<file path="src/rtl/shs_pkg.sv">
package shs_pkg;

   localparam int TIME_BITS_DEFAULT   = 32;
   localparam int STREAK_BITS_DEFAULT = 16;

   localparam int CSR_ADDR_BITS = 5;
   localparam int CSR_DATA_BITS = 32;

   localparam logic        ENABLE_RESET         = 1'b1;
   localparam logic [31:0] CHECK_INTERVAL_RESET = 32'd60000;
   localparam logic [31:0] RECOVERY_INTERVAL_RESET = 32'd300000;
   localparam logic [31:0] STALE_LIMIT_RESET    = 32'd300000;
   localparam logic [15:0] FAILURE_LIMIT_RESET  = 16'd5;

   typedef enum logic [1:0] {
      OP_HEALTH_CHECK = 2'd0,
      OP_READ_OUTCOME = 2'd1,
      OP_RECOVERY     = 2'd2,
      OP_MANUAL_RESET = 2'd3
   } op_type;

   typedef enum logic [2:0] {
      ST_NONE       = 3'd0,
      ST_READ_OK    = 3'd1,
      ST_READ_FAIL  = 3'd2,
      ST_UNAVAIL    = 3'd3,
      ST_REQUEST    = 3'd4,
      ST_DELAYED    = 3'd5,
      ST_RECOVERED  = 3'd6,
      ST_REC_FAILED = 3'd7
   } status_type;

   typedef enum logic [2:0] {
      CSR_ENABLE            = 3'd0,
      CSR_CHECK_INTERVAL    = 3'd1,
      CSR_RECOVERY_INTERVAL = 3'd2,
      CSR_STALE_LIMIT       = 3'd3,
      CSR_FAILURE_LIMIT     = 3'd4
   } csr_index_type;

   typedef struct packed {
      status_type  status;
      logic        sensor_healthy;
      logic        sensor_ready;
      logic [15:0] fail_streak;
      logic [31:0] success_count;
      logic [31:0] failure_count;
      logic [31:0] delayed_count;
   } rsp_type;

endpackage

</file>
<file path="src/rtl/sensor_health_supervisor_core.sv">
// Sensor health supervisor core.
// Request channel (req_*): one event per request, valid/ready. The operation
// selects a health check, a read outcome, a recovery outcome or a manual
// reset; each carries the current millisecond timestamp.
// Response channel (rsp_*): exactly one response per request, in order,
// giving the status code and the sensor flags and counters after the event.
// A request accepted while the response register is free or being emptied is
// written into it at the accepting edge. One request per cycle is taken while
// req_ready is high; all the work is a single pass of compares and counter
// updates against the state registers, which update at the accepting edge.
// A two-entry output stage (response register plus skid register) keeps
// req_ready high while one response waits; req_ready drops only when both
// entries hold data, i.e. after a request is accepted at an edge where the
// receiver stalls a waiting response.
// Reset (synchronous, active high): flags, streak, timestamps and counters
// clear to zero, configuration registers return to defaults, output stage
// empties. Configuration goes through the csr_* APB port at byte addresses
// 4*i; pready is always high. Write configuration only while idle.
module sensor_health_supervisor_core #(
   parameter int TIME_BITS   = shs_pkg::TIME_BITS_DEFAULT,
   parameter int STREAK_BITS = shs_pkg::STREAK_BITS_DEFAULT
) (
   input  logic                               clock,
   input  logic                               reset,

   input  logic                               req_valid,
   output logic                               req_ready,
   input  logic [1:0]                         req_operation,
   input  logic [31:0]                        req_now_ms,
   input  logic                               req_read_ok,
   input  logic                               req_recovery_ok,
   input  logic                               req_maintenance_safe,

   output logic                               rsp_valid,
   input  logic                               rsp_ready,
   output logic [2:0]                         rsp_status,
   output logic                               rsp_sensor_healthy,
   output logic                               rsp_sensor_ready,
   output logic [15:0]                        rsp_fail_streak,
   output logic [31:0]                        rsp_success_count,
   output logic [31:0]                        rsp_failure_count,
   output logic [31:0]                        rsp_delayed_count,

   input  logic                               csr_psel,
   input  logic                               csr_penable,
   input  logic                               csr_pwrite,
   input  logic [shs_pkg::CSR_ADDR_BITS-1:0]  csr_paddr,
   input  logic [shs_pkg::CSR_DATA_BITS-1:0]  csr_pwdata,
   output logic [shs_pkg::CSR_DATA_BITS-1:0]  csr_prdata,
   output logic                               csr_pready
);

   localparam int CMP_BITS = (TIME_BITS > 32) ? TIME_BITS : 32;
   localparam int SL_BITS  = (STREAK_BITS > 16) ? STREAK_BITS : 16;
   localparam logic [STREAK_BITS-1:0] STREAK_MAX = {STREAK_BITS{1'b1}};

   // configuration
   logic        enable_ff;
   logic [31:0] check_interval_ff;
   logic [31:0] recovery_interval_ff;
   logic [31:0] stale_limit_ff;
   logic [15:0] failure_limit_ff;

   logic                   csr_write;
   shs_pkg::csr_index_type csr_index;

   // supervisor state
   logic                   ready_flag_ff,   ready_flag_in;
   logic                   healthy_flag_ff, healthy_flag_in;
   logic [STREAK_BITS-1:0] streak_ff,       streak_in;
   logic [TIME_BITS-1:0]   last_success_ff, last_success_in;
   logic [TIME_BITS-1:0]   last_recovery_ff, last_recovery_in;
   logic [TIME_BITS-1:0]   last_check_ff,   last_check_in;
   logic [31:0]            good_total_ff,   good_total_in;
   logic [31:0]            bad_total_ff,    bad_total_in;
   logic [31:0]            postponed_ff,    postponed_in;

   // output stage
   logic             main_valid_ff, main_valid_in;
   logic             skid_valid_ff, skid_valid_in;
   shs_pkg::rsp_type main_ff, main_in;
   shs_pkg::rsp_type skid_ff, skid_in;
   shs_pkg::rsp_type result;
   shs_pkg::status_type status;

   logic                   req_fire;
   logic                   rsp_fire;
   logic [TIME_BITS-1:0]   now_t;
   logic                   check_due;
   logic                   recovery_due;
   logic                   stale;
   logic [STREAK_BITS-1:0] streak_inc;
   logic                   inc_at_limit;
   logic                   streak_at_limit;
   logic [STREAK_BITS-1:0] limit_sat;

   assign csr_pready = 1'b1;
   assign csr_write  = csr_psel & csr_penable & csr_pwrite & csr_pready;
   assign csr_index  = shs_pkg::csr_index_type'(csr_paddr[4:2]);

   always_ff @(posedge clock) begin
      if (reset) begin
         enable_ff            <= shs_pkg::ENABLE_RESET;
         check_interval_ff    <= shs_pkg::CHECK_INTERVAL_RESET;
         recovery_interval_ff <= shs_pkg::RECOVERY_INTERVAL_RESET;
         stale_limit_ff       <= shs_pkg::STALE_LIMIT_RESET;
         failure_limit_ff     <= shs_pkg::FAILURE_LIMIT_RESET;
      end else if (csr_write) begin
         case (csr_index)
            shs_pkg::CSR_ENABLE:            enable_ff            <= csr_pwdata[0];
            shs_pkg::CSR_CHECK_INTERVAL:    check_interval_ff    <= csr_pwdata;
            shs_pkg::CSR_RECOVERY_INTERVAL: recovery_interval_ff <= csr_pwdata;
            shs_pkg::CSR_STALE_LIMIT:       stale_limit_ff       <= csr_pwdata;
            shs_pkg::CSR_FAILURE_LIMIT:     failure_limit_ff     <= csr_pwdata[15:0];
            default: ;
         endcase
      end
   end

   always_comb begin
      case (csr_index)
         shs_pkg::CSR_ENABLE:            csr_prdata = {31'd0, enable_ff};
         shs_pkg::CSR_CHECK_INTERVAL:    csr_prdata = check_interval_ff;
         shs_pkg::CSR_RECOVERY_INTERVAL: csr_prdata = recovery_interval_ff;
         shs_pkg::CSR_STALE_LIMIT:       csr_prdata = stale_limit_ff;
         shs_pkg::CSR_FAILURE_LIMIT:     csr_prdata = {16'd0, failure_limit_ff};
         default:                        csr_prdata = '0;
      endcase
   end

   assign req_ready = ~skid_valid_ff;
   assign req_fire  = req_valid & req_ready;
   assign rsp_fire  = main_valid_ff & rsp_ready;

   // elapsed times wrap at TIME_BITS
   assign now_t        = TIME_BITS'(req_now_ms);
   assign check_due    = CMP_BITS'(TIME_BITS'(now_t - last_check_ff))
                         >= CMP_BITS'(check_interval_ff);
   assign recovery_due = CMP_BITS'(TIME_BITS'(now_t - last_recovery_ff))
                         > CMP_BITS'(recovery_interval_ff);
   assign stale        = CMP_BITS'(TIME_BITS'(now_t - last_success_ff))
                         > CMP_BITS'(stale_limit_ff);

   assign streak_inc      = (streak_ff == STREAK_MAX) ? streak_ff : streak_ff + 1'b1;
   assign inc_at_limit    = SL_BITS'(streak_inc) >= SL_BITS'(failure_limit_ff);
   assign streak_at_limit = SL_BITS'(streak_ff)  >= SL_BITS'(failure_limit_ff);
   assign limit_sat       = (SL_BITS'(failure_limit_ff) < SL_BITS'(STREAK_MAX))
                            ? STREAK_BITS'(failure_limit_ff) : STREAK_MAX;

   always_comb begin
      logic want;
      want             = 1'b0;
      status           = shs_pkg::ST_NONE;
      ready_flag_in    = ready_flag_ff;
      healthy_flag_in  = healthy_flag_ff;
      streak_in        = streak_ff;
      last_success_in  = last_success_ff;
      last_recovery_in = last_recovery_ff;
      last_check_in    = last_check_ff;
      good_total_in    = good_total_ff;
      bad_total_in     = bad_total_ff;
      postponed_in     = postponed_ff;
      case (shs_pkg::op_type'(req_operation))
         shs_pkg::OP_HEALTH_CHECK: begin
            if (enable_ff && check_due) begin
               last_check_in = now_t;
               if (!ready_flag_ff) begin
                  want = recovery_due;
               end else if (!healthy_flag_ff) begin
                  want = streak_at_limit && recovery_due;
               end else if (stale) begin
                  healthy_flag_in = 1'b0;
                  want            = 1'b1;
               end
               if (want) begin
                  if (req_maintenance_safe) begin
                     ready_flag_in   = 1'b0;
                     healthy_flag_in = 1'b0;
                     status          = shs_pkg::ST_REQUEST;
                  end else begin
                     postponed_in = postponed_ff + 32'd1;
                     status       = shs_pkg::ST_DELAYED;
                  end
               end
            end
         end
         shs_pkg::OP_READ_OUTCOME: begin
            if (!healthy_flag_ff || !ready_flag_ff) begin
               status = shs_pkg::ST_UNAVAIL;
            end else if (req_read_ok) begin
               good_total_in   = good_total_ff + 32'd1;
               streak_in       = '0;
               last_success_in = now_t;
               status          = shs_pkg::ST_READ_OK;
            end else begin
               bad_total_in = bad_total_ff + 32'd1;
               streak_in    = streak_inc;
               if (inc_at_limit) begin
                  healthy_flag_in = 1'b0;
               end
               status = shs_pkg::ST_READ_FAIL;
            end
         end
         shs_pkg::OP_RECOVERY: begin
            last_recovery_in = now_t;
            if (req_recovery_ok) begin
               ready_flag_in   = 1'b1;
               healthy_flag_in = 1'b1;
               streak_in       = '0;
               last_success_in = now_t;
               status          = shs_pkg::ST_RECOVERED;
            end else begin
               ready_flag_in   = 1'b0;
               healthy_flag_in = 1'b0;
               status          = shs_pkg::ST_REC_FAILED;
            end
         end
         default: begin
            streak_in       = limit_sat;
            healthy_flag_in = 1'b0;
            if (req_maintenance_safe) begin
               ready_flag_in = 1'b0;
               status        = shs_pkg::ST_REQUEST;
            end else begin
               status = shs_pkg::ST_DELAYED;
            end
         end
      endcase
   end

   always_comb begin
      result.status         = status;
      result.sensor_healthy = healthy_flag_in;
      result.sensor_ready   = ready_flag_in;
      result.fail_streak    = 16'(streak_in);
      result.success_count  = good_total_in;
      result.failure_count  = bad_total_in;
      result.delayed_count  = postponed_in;
   end

   always_ff @(posedge clock) begin
      if (reset) begin
         ready_flag_ff    <= 1'b0;
         healthy_flag_ff  <= 1'b0;
         streak_ff        <= '0;
         last_success_ff  <= '0;
         last_recovery_ff <= '0;
         last_check_ff    <= '0;
         good_total_ff    <= '0;
         bad_total_ff     <= '0;
         postponed_ff     <= '0;
      end else if (req_fire) begin
         ready_flag_ff    <= ready_flag_in;
         healthy_flag_ff  <= healthy_flag_in;
         streak_ff        <= streak_in;
         last_success_ff  <= last_success_in;
         last_recovery_ff <= last_recovery_in;
         last_check_ff    <= last_check_in;
         good_total_ff    <= good_total_in;
         bad_total_ff     <= bad_total_in;
         postponed_ff     <= postponed_in;
      end
   end

   // response register plus skid register
   always_comb begin
      main_valid_in = main_valid_ff;
      skid_valid_in = skid_valid_ff;
      main_in       = main_ff;
      skid_in       = skid_ff;
      if (rsp_fire || !main_valid_ff) begin
         if (skid_valid_ff) begin
            main_valid_in = 1'b1;
            main_in       = skid_ff;
            skid_valid_in = 1'b0;
         end else begin
            main_valid_in = req_fire;
            main_in       = result;
         end
      end else if (req_fire) begin
         skid_valid_in = 1'b1;
         skid_in       = result;
      end
   end

   always_ff @(posedge clock) begin
      if (reset) begin
         main_valid_ff <= 1'b0;
         skid_valid_ff <= 1'b0;
      end else begin
         main_valid_ff <= main_valid_in;
         skid_valid_ff <= skid_valid_in;
      end
   end

   always_ff @(posedge clock) begin
      main_ff <= main_in;
      skid_ff <= skid_in;
   end

   assign rsp_valid          = main_valid_ff;
   assign rsp_status         = main_ff.status;
   assign rsp_sensor_healthy = main_ff.sensor_healthy;
   assign rsp_sensor_ready   = main_ff.sensor_ready;
   assign rsp_fail_streak    = main_ff.fail_streak;
   assign rsp_success_count  = main_ff.success_count;
   assign rsp_failure_count  = main_ff.failure_count;
   assign rsp_delayed_count  = main_ff.delayed_count;

endmodule

</file>
<file path="config.mk">
export PLATFORM = sky130hd
export DESIGN_NAME = sensor_health_supervisor_core
export DESIGN_NICKNAME = d
export VERILOG_FILES = /design/src/rtl/shs_pkg.sv /design/src/rtl/sensor_health_supervisor_core.sv
export SDC_FILE = /design/constraint.sdc
export NUM_CORES = 1
export LEC_CHECK = 0
export ABC_AREA = 1
export ABC_CLOCK_PERIOD_IN_PS = 10300
export BUFFER_PORTS_ARGS = -buffer_cell sky130_fd_sc_hd__buf_2
export CORE_ASPECT_RATIO = 1.4
export CORE_MARGIN = 3
export CORE_UTILIZATION = 55
export DETAILED_ROUTE_END_ITERATION = 10
export PLACE_DENSITY = 0.75
export SYNTH_ARGS = -nofsm -noshare
export SYNTH_HDL_FRONTEND = slang
export SYNTH_SLANG_ARGS = --single-unit
</file>
<file path="constraint.sdc">
create_clock -name clock -period 10.3 [get_ports clock]
set_input_delay 1.545 -clock clock [delete_from_list [all_inputs] [get_ports clock]]
set_output_delay 1.545 -clock clock [all_outputs]
set_load 0.01 [all_outputs]
</file>
==> results of run 1 <==
through the flow:
step / cells / util, % / hold slack, ns / worst slack (ns) / area, sq um
finish: 4906 / 62.0 / 0.457 / 2.62 / 35100
detailed placement: 4803 / 58.7 / 0.451 / 2.15 / 33200
floorplan: 3964 / - / 0.433 / 1.10 / 31500
global route: 4904 / 62.0 / 0.471 / 2.43 / 35100
CTS: 4903 / 62.0 / 0.461 / 2.77 / 35100
global placement: 4803 / 58.7 / 0.442 / 2.20 / 33200
path summary, 6_finish.rpt:
kind         depth (start not counted)  slack (ns)               endpoint
max                                 34        2.62  rsp_delayed_count[27]
min                                  2        0.46       last_check_ff[7]
max reg2reg                         32        3.59  rsp_delayed_count[27]
min reg2reg                          2        0.46       last_check_ff[7]
cells in the final DEF, fill, tap and decap left out, drive strengths merged, types with 11 or more instances in the layout:
cell type  synthesis  routed
a21boi            11      11
a21oi            462     462
a221o             15      15
a22oi             17      17
a31oi             29      29
buf               12     252
clkbuf           136      76
clkinv             2      17
dfxtp            325     325
edfxtp           234     234
ha               225     225
inv              595     596
nand2            723     723
nand3            104     104
nand4             38      38
nor2             210     210
nor3              72      72
nor4              20      20
o211ai            35      35
o21ai            455     455
o22ai             24      24
xnor2             25      25
xor2             135     135
state kept, by name (all words and copies together) (netlist names), 3 cells and up:
register / cells
last_check_ff: 32
stale_limit_ff: 32
rsp_delayed_count: 32
rsp_failure_count: 32
bad_total_ff: 32
postponed_ff: 32
failure_limit_ff: 16
skid_ff: 117
check_interval_ff: 32
rsp_success_count: 32
recovery_interval_ff: 32
good_total_ff: 32
last_recovery_ff: 32
last_success_ff: 32
rsp_fail_streak: 16
streak_ff: 16
rsp_status: 3
kinds of logic (layout without fill, tap and decap cells):
group,after synthesis,after routing,synth area share [%]
simple gates,1179,1179,15.8
compound gates,1092,1092,18.7
buf+inv,745,949,8.91
flops,559,559,42.9
fa+ha+maj,228,228,9.13
xor+xnor,160,160,4.45
other cells,1,4,0.0119
tightest hold or removal path, delay by kind of cell, from the launching register on:
family / cells / cell delay [ns]
AOI/OAI and AO/OA: 1 / 0.05
buffers and inverters: 1 / 0.06
DFF: 1 / 0.29
power breakdown:
part,switching (W),internal (W)
Sequential,0.0000701,0.00245
Clock,0.000889,0.00117
Combinational,0.000721,0.000389
Total,0.00168,0.00400
final cells by class:
class	instances	area share (%)
Clock inverter	24	0.771
Tap cell	735	2.62
Sequential cell	559	38.6
Timing Repair Buffer	252	3.76
Clock buffer	76	4.46
Multi-Input combinational cell	2660	43.3
Inverter	597	6.41
Antenna cell	3	0.0214
metal layers:
| metal | part of all wire [%] | GRT usage [%] |
|---|---|---|
| met5 | 0.030 | 0 |
| met4 | 4.5 | 11.8 |
| met3 | 5.0 | 3.26 |
| met2 | 51 | 50.6 |
| met1 | 40 | 31.0 |
==> results.txt, run 1 <==
Area occupied by multi-input gates: 0.0152 sq mm
Syn Inst Count: 3964
RSZ-0062 raised after global routing: false
Mapped Area: 0.0315 sq mm
I/O pin cnt: 233
PwrDens: 162 mW/mm^2
Worst VDD drop: 0.000165 V
Vias in the first global route: 25700
Critical Path Max Stage Delay: 0.55 ns
Core Area: 0.0566 sq mm
Root Buffer Master: clkbuf_16
Asr flop ratio synth: 0%
Leakage: 15.3 nW
Hold Path Origin: last_check_ff[7]
WL/cell: 17.2 microns
Sequential fraction of the synthesis area: 42.9%
Worst-margin pin slew: 1.13 ns
# setup viols final: 0
Post-synth top flop: dfxtp_1
Hold Crit Class: flop to flop
Ys Warns: 0
Setup crit start kind: input port
Synth Register Bits: 559
Routed via count: 27100
Register area: 0.0135 sq mm
Area grow syn2layout: 11.3%
Post-synth EDFFs: 234
CP top delay family: simple AND/OR/NAND/NOR gates
Die Y: 289 microns
DRC viols: 0
Max_slew headroom: 24.8%
CP Capture Type: flop
Syn avg cell area: 7.95 sq um
Hold bufs inserted after CTS: 0
DIE WIDTH: 208 microns
Clock Path Buffers: 3
Skew final: 0.0144 ns
Worst-Skew Late Latency: 0.61 ns
Total gr overflow: 0
Overall Power: 0.00568 W
Setup Buffers After CTS: 0
F_max: 0.130 GHz
Critical path peak fanout: 11
Syn_nets: 4273
FILL cells: 5055
Top post-synthesis cells by count: nand2_1 (719), inv_1 (587), a21oi_1 (462), o21ai_0 (438), dfxtp_1 (325)
Largest net degree at the start of global routing: 160
Initial core utilization: 55.7%
GPL Wtd Cong: 0.934
Nets: 4433
Status: completed
Pins Over Slew Limit: 0
Critical path arrival: 8.04 ns
# resized after CTS: 0
Final hold violations: 0
Num CTS Buffers: 54
CTS sink cnt: 559
Largest area contributor in the netlist: edfxtp_1
Max-cap violations: 0
Antenna Violating Nets Remaining: 0
Die area: 0.0602 sq mm
Initial antenna violation count: 3
Vias/cell: 5.52
FF-to-FF Start: last_check_ff[0]
Synth area leaders: edfxtp_1 (22%), dfxtp_1 (21%), ha_1 (8.9%)
Synth cell types: 59
TritonCTS clock tree: built
Tmin final: 7.68 ns
Crit Path Class: input port to flop
Total GRT Usage: 27.1%
TritonRoute pass-1 iters: 5
Most frequent CP cell: nand2_1
CP Data Required Time: 10.66 ns
DP HPWL: 61700 microns
Share of the synthesized area in the top cell type: 22.3%
CP Launch Point: req_now_ms[0]
Final worst path period share: 74.5%
Share of layout cells above drive strength 1: 9.29%
First-pass GRT wire length: 132000 microns
Initial detailed-routing violation count: 1769
Routed WL: 84500 microns
H-tree depth: 2
Setup TNS: 0 ns
Buffers & Inverters on Critical Path: 5
IO Port Bufs: 229
Clock transition at path regs: 0.06 ns
Cell with the most instances after synthesis: nand2_1
Num rows: 103
Slowest cell on crit path: a21oi_1
Note: power is estimated with default switching activity, not from simulation.
==> run 2: changes to the inputs <==
--- a/config.mk
+++ b/config.mk
@@ -6,13 +6,13 @@
 export NUM_CORES = 1
 export LEC_CHECK = 0
 export ABC_AREA = 1
-export ABC_CLOCK_PERIOD_IN_PS = 10300
+export ABC_CLOCK_PERIOD_IN_PS = 6500
 export BUFFER_PORTS_ARGS = -buffer_cell sky130_fd_sc_hd__buf_2
 export CORE_ASPECT_RATIO = 1.4
 export CORE_MARGIN = 3
 export CORE_UTILIZATION = 55
 export DETAILED_ROUTE_END_ITERATION = 10
-export PLACE_DENSITY = 0.75
+export PLACE_DENSITY = 0.78
 export SYNTH_ARGS = -nofsm -noshare
 export SYNTH_HDL_FRONTEND = slang
 export SYNTH_SLANG_ARGS = --single-unit
==> constraint.sdc (replaced) <==
create_clock -name clock -period 6.5 [get_ports clock]
set_input_delay 0.975 -clock clock [delete_from_list [all_inputs] [get_ports clock]]
set_output_delay 0.975 -clock clock [all_outputs]
set_load 0.01 [all_outputs]
==> results.txt, run 2 (synthesis results as in run 1) <==
Initial core utilization: 55.7%
Die Y: 289 microns
Pins Over Slew Limit: 0
Worst-Skew Late Latency: 0.61 ns
Tmin final: 5.68 ns
Largest register FFs: 117
F_max: 0.176 GHz
IO Port Bufs: 229
Area grow syn2layout: 12.3%
Skew final: 0.0197 ns
CP Launch Point: req_now_ms[0]
Overall Power: 0.00905 W
# setup viols final: 0
Antenna Violating Nets Remaining: 0
GPL Wtd Cong: 0.945
Die area: 0.0602 sq mm
Vias/cell: 5.54
I/O pin cnt: 233
Hold bufs inserted after CTS: 0
Most frequent CP cell: nand2_1
Initial antenna violation count: 5
Critical path peak fanout: 6
Commonest non-fill, non-tap cell in the layout: nand2_1
CP Capture Type: flop
Setup Buffers After CTS: 0
Fin cells: 4945
Vias in the first global route: 25800
Clock Path Buffers: 3
PwrDens: 256 mW/mm^2
Post-Place Cells: 4839
Final hold violations: 0
Slowest cell on crit path: fa_1
Hold depth: 2
Routed WL: 84200 microns
Core Area: 0.0566 sq mm
Num rows: 103
Hold Crit Class: flop to flop
H-tree depth: 2
RSZ-0062 raised after global routing: false
DRC viols: 0
Status: completed
Worst VDD drop: 0.000209 V
TritonRoute pass-1 iters: 6
Root Buffer Master: clkbuf_16
FILL cells: 4959
Routed via count: 27400
Nets: 4468
WL/cell: 17.0 microns
Pre-CTS WS: 0.254 ns
Final worst path period share: 87.4%
Setup crit start kind: input port
First-pass GRT wire length: 132000 microns
Num CTS Buffers: 53
Hold Path Origin: last_check_ff[2]
Commonest non-fill, non-tap cells in the layout: nand2_1 (718), inv_1 (584), a21oi_1 (462)
CTS sink cnt: 559
DP HPWL: 62400 microns
Setup TNS: 0 ns
TritonCTS clock tree: built
Initial detailed-routing violation count: 1853
Max-cap violations: 0
# resized after CTS: 0
DIE WIDTH: 208 microns
Share of layout cells above drive strength 1: 9.94%
R2R depth: 34
Clock transition at path regs: 0.06 ns
Crit Path Class: input port to flop
Leakage: 15.5 nW
Worst setup margin: 0.819 ns
Largest net degree at the start of global routing: 136
Critical Path Max Stage Delay: 0.42 ns
Largest Register: skid_ff
FF-to-FF Start: last_success_ff[4]
Total gr overflow: 0
Critical path arrival: 6.04 ns
CP Data Required Time: 6.86 ns
Worst-margin pin slew: 1.22 ns
Total GRT Usage: 27.0%
Max_slew headroom: 19.0%
run 2: changes by cell type in the layout (fill, tap and decap cells not counted), sizes merged:
cell / delta
diode: +3
inv: -1
buf: +36
clkbuf: -3
clkinvlp: -1
clkinv: +3
bufinv: +2
run 2: final cells by class:
cell class,count,area (sq um),share of cell area (%)
inverters,597,2250,6.36
clock inverters,27,324,0.916
multi-input cells,2660,15200,43.0
repair buffers,288,1630,4.60
clock buffers,73,1490,4.22
well taps,735,920,2.60
diodes,6,15.0,0.0424
flip-flops and latches,559,13500,38.3
run 2: worst paths after layout:
path                            to  slack [ns]
min reg2reg       last_check_ff[2]        0.46
max          rsp_delayed_count[22]        0.82
max reg2reg  rsp_delayed_count[22]        1.08
min               last_check_ff[2]        0.46
run 2: through the flow:
stage / area (sq um) / util [%] / hold WS, ns
finish: 35400 / 62.5 / 0.456
floorplan: 31500 / - / 0.433
global route: 35400 / 62.5 / 0.473
detailed placement: 33500 / 59.3 / 0.451
global placement: 33500 / 59.3 / 0.442
CTS: 35400 / 62.5 / 0.460
run 2: worst max-delay path: cells and delay by family:
family	cells	cell delay, ns
simple gates	21	1.99
buf+inv	8	0.95
compound gates	5	1.24
fa+ha+maj	3	0.85
run 2: report_power, final:
part | total, W | leakage, nW | switching [W] | internal, W
registers | 0.00399 | 5.06 | 0.000109 | 0.00388
logic | 0.00183 | 9.58 | 0.00116 | 0.000671
clock network | 0.00323 | 0.890 | 0.00138 | 0.00186
run 2: layer usage:
metal	global-route usage, %	up-vias	part of all wire [%]
li1	-	13700	-
met1	31.7	12700	40
met2	49.1	744	50
met3	3.16	197	4.9
met4	12.7	0	5.0
met5	0	-	0
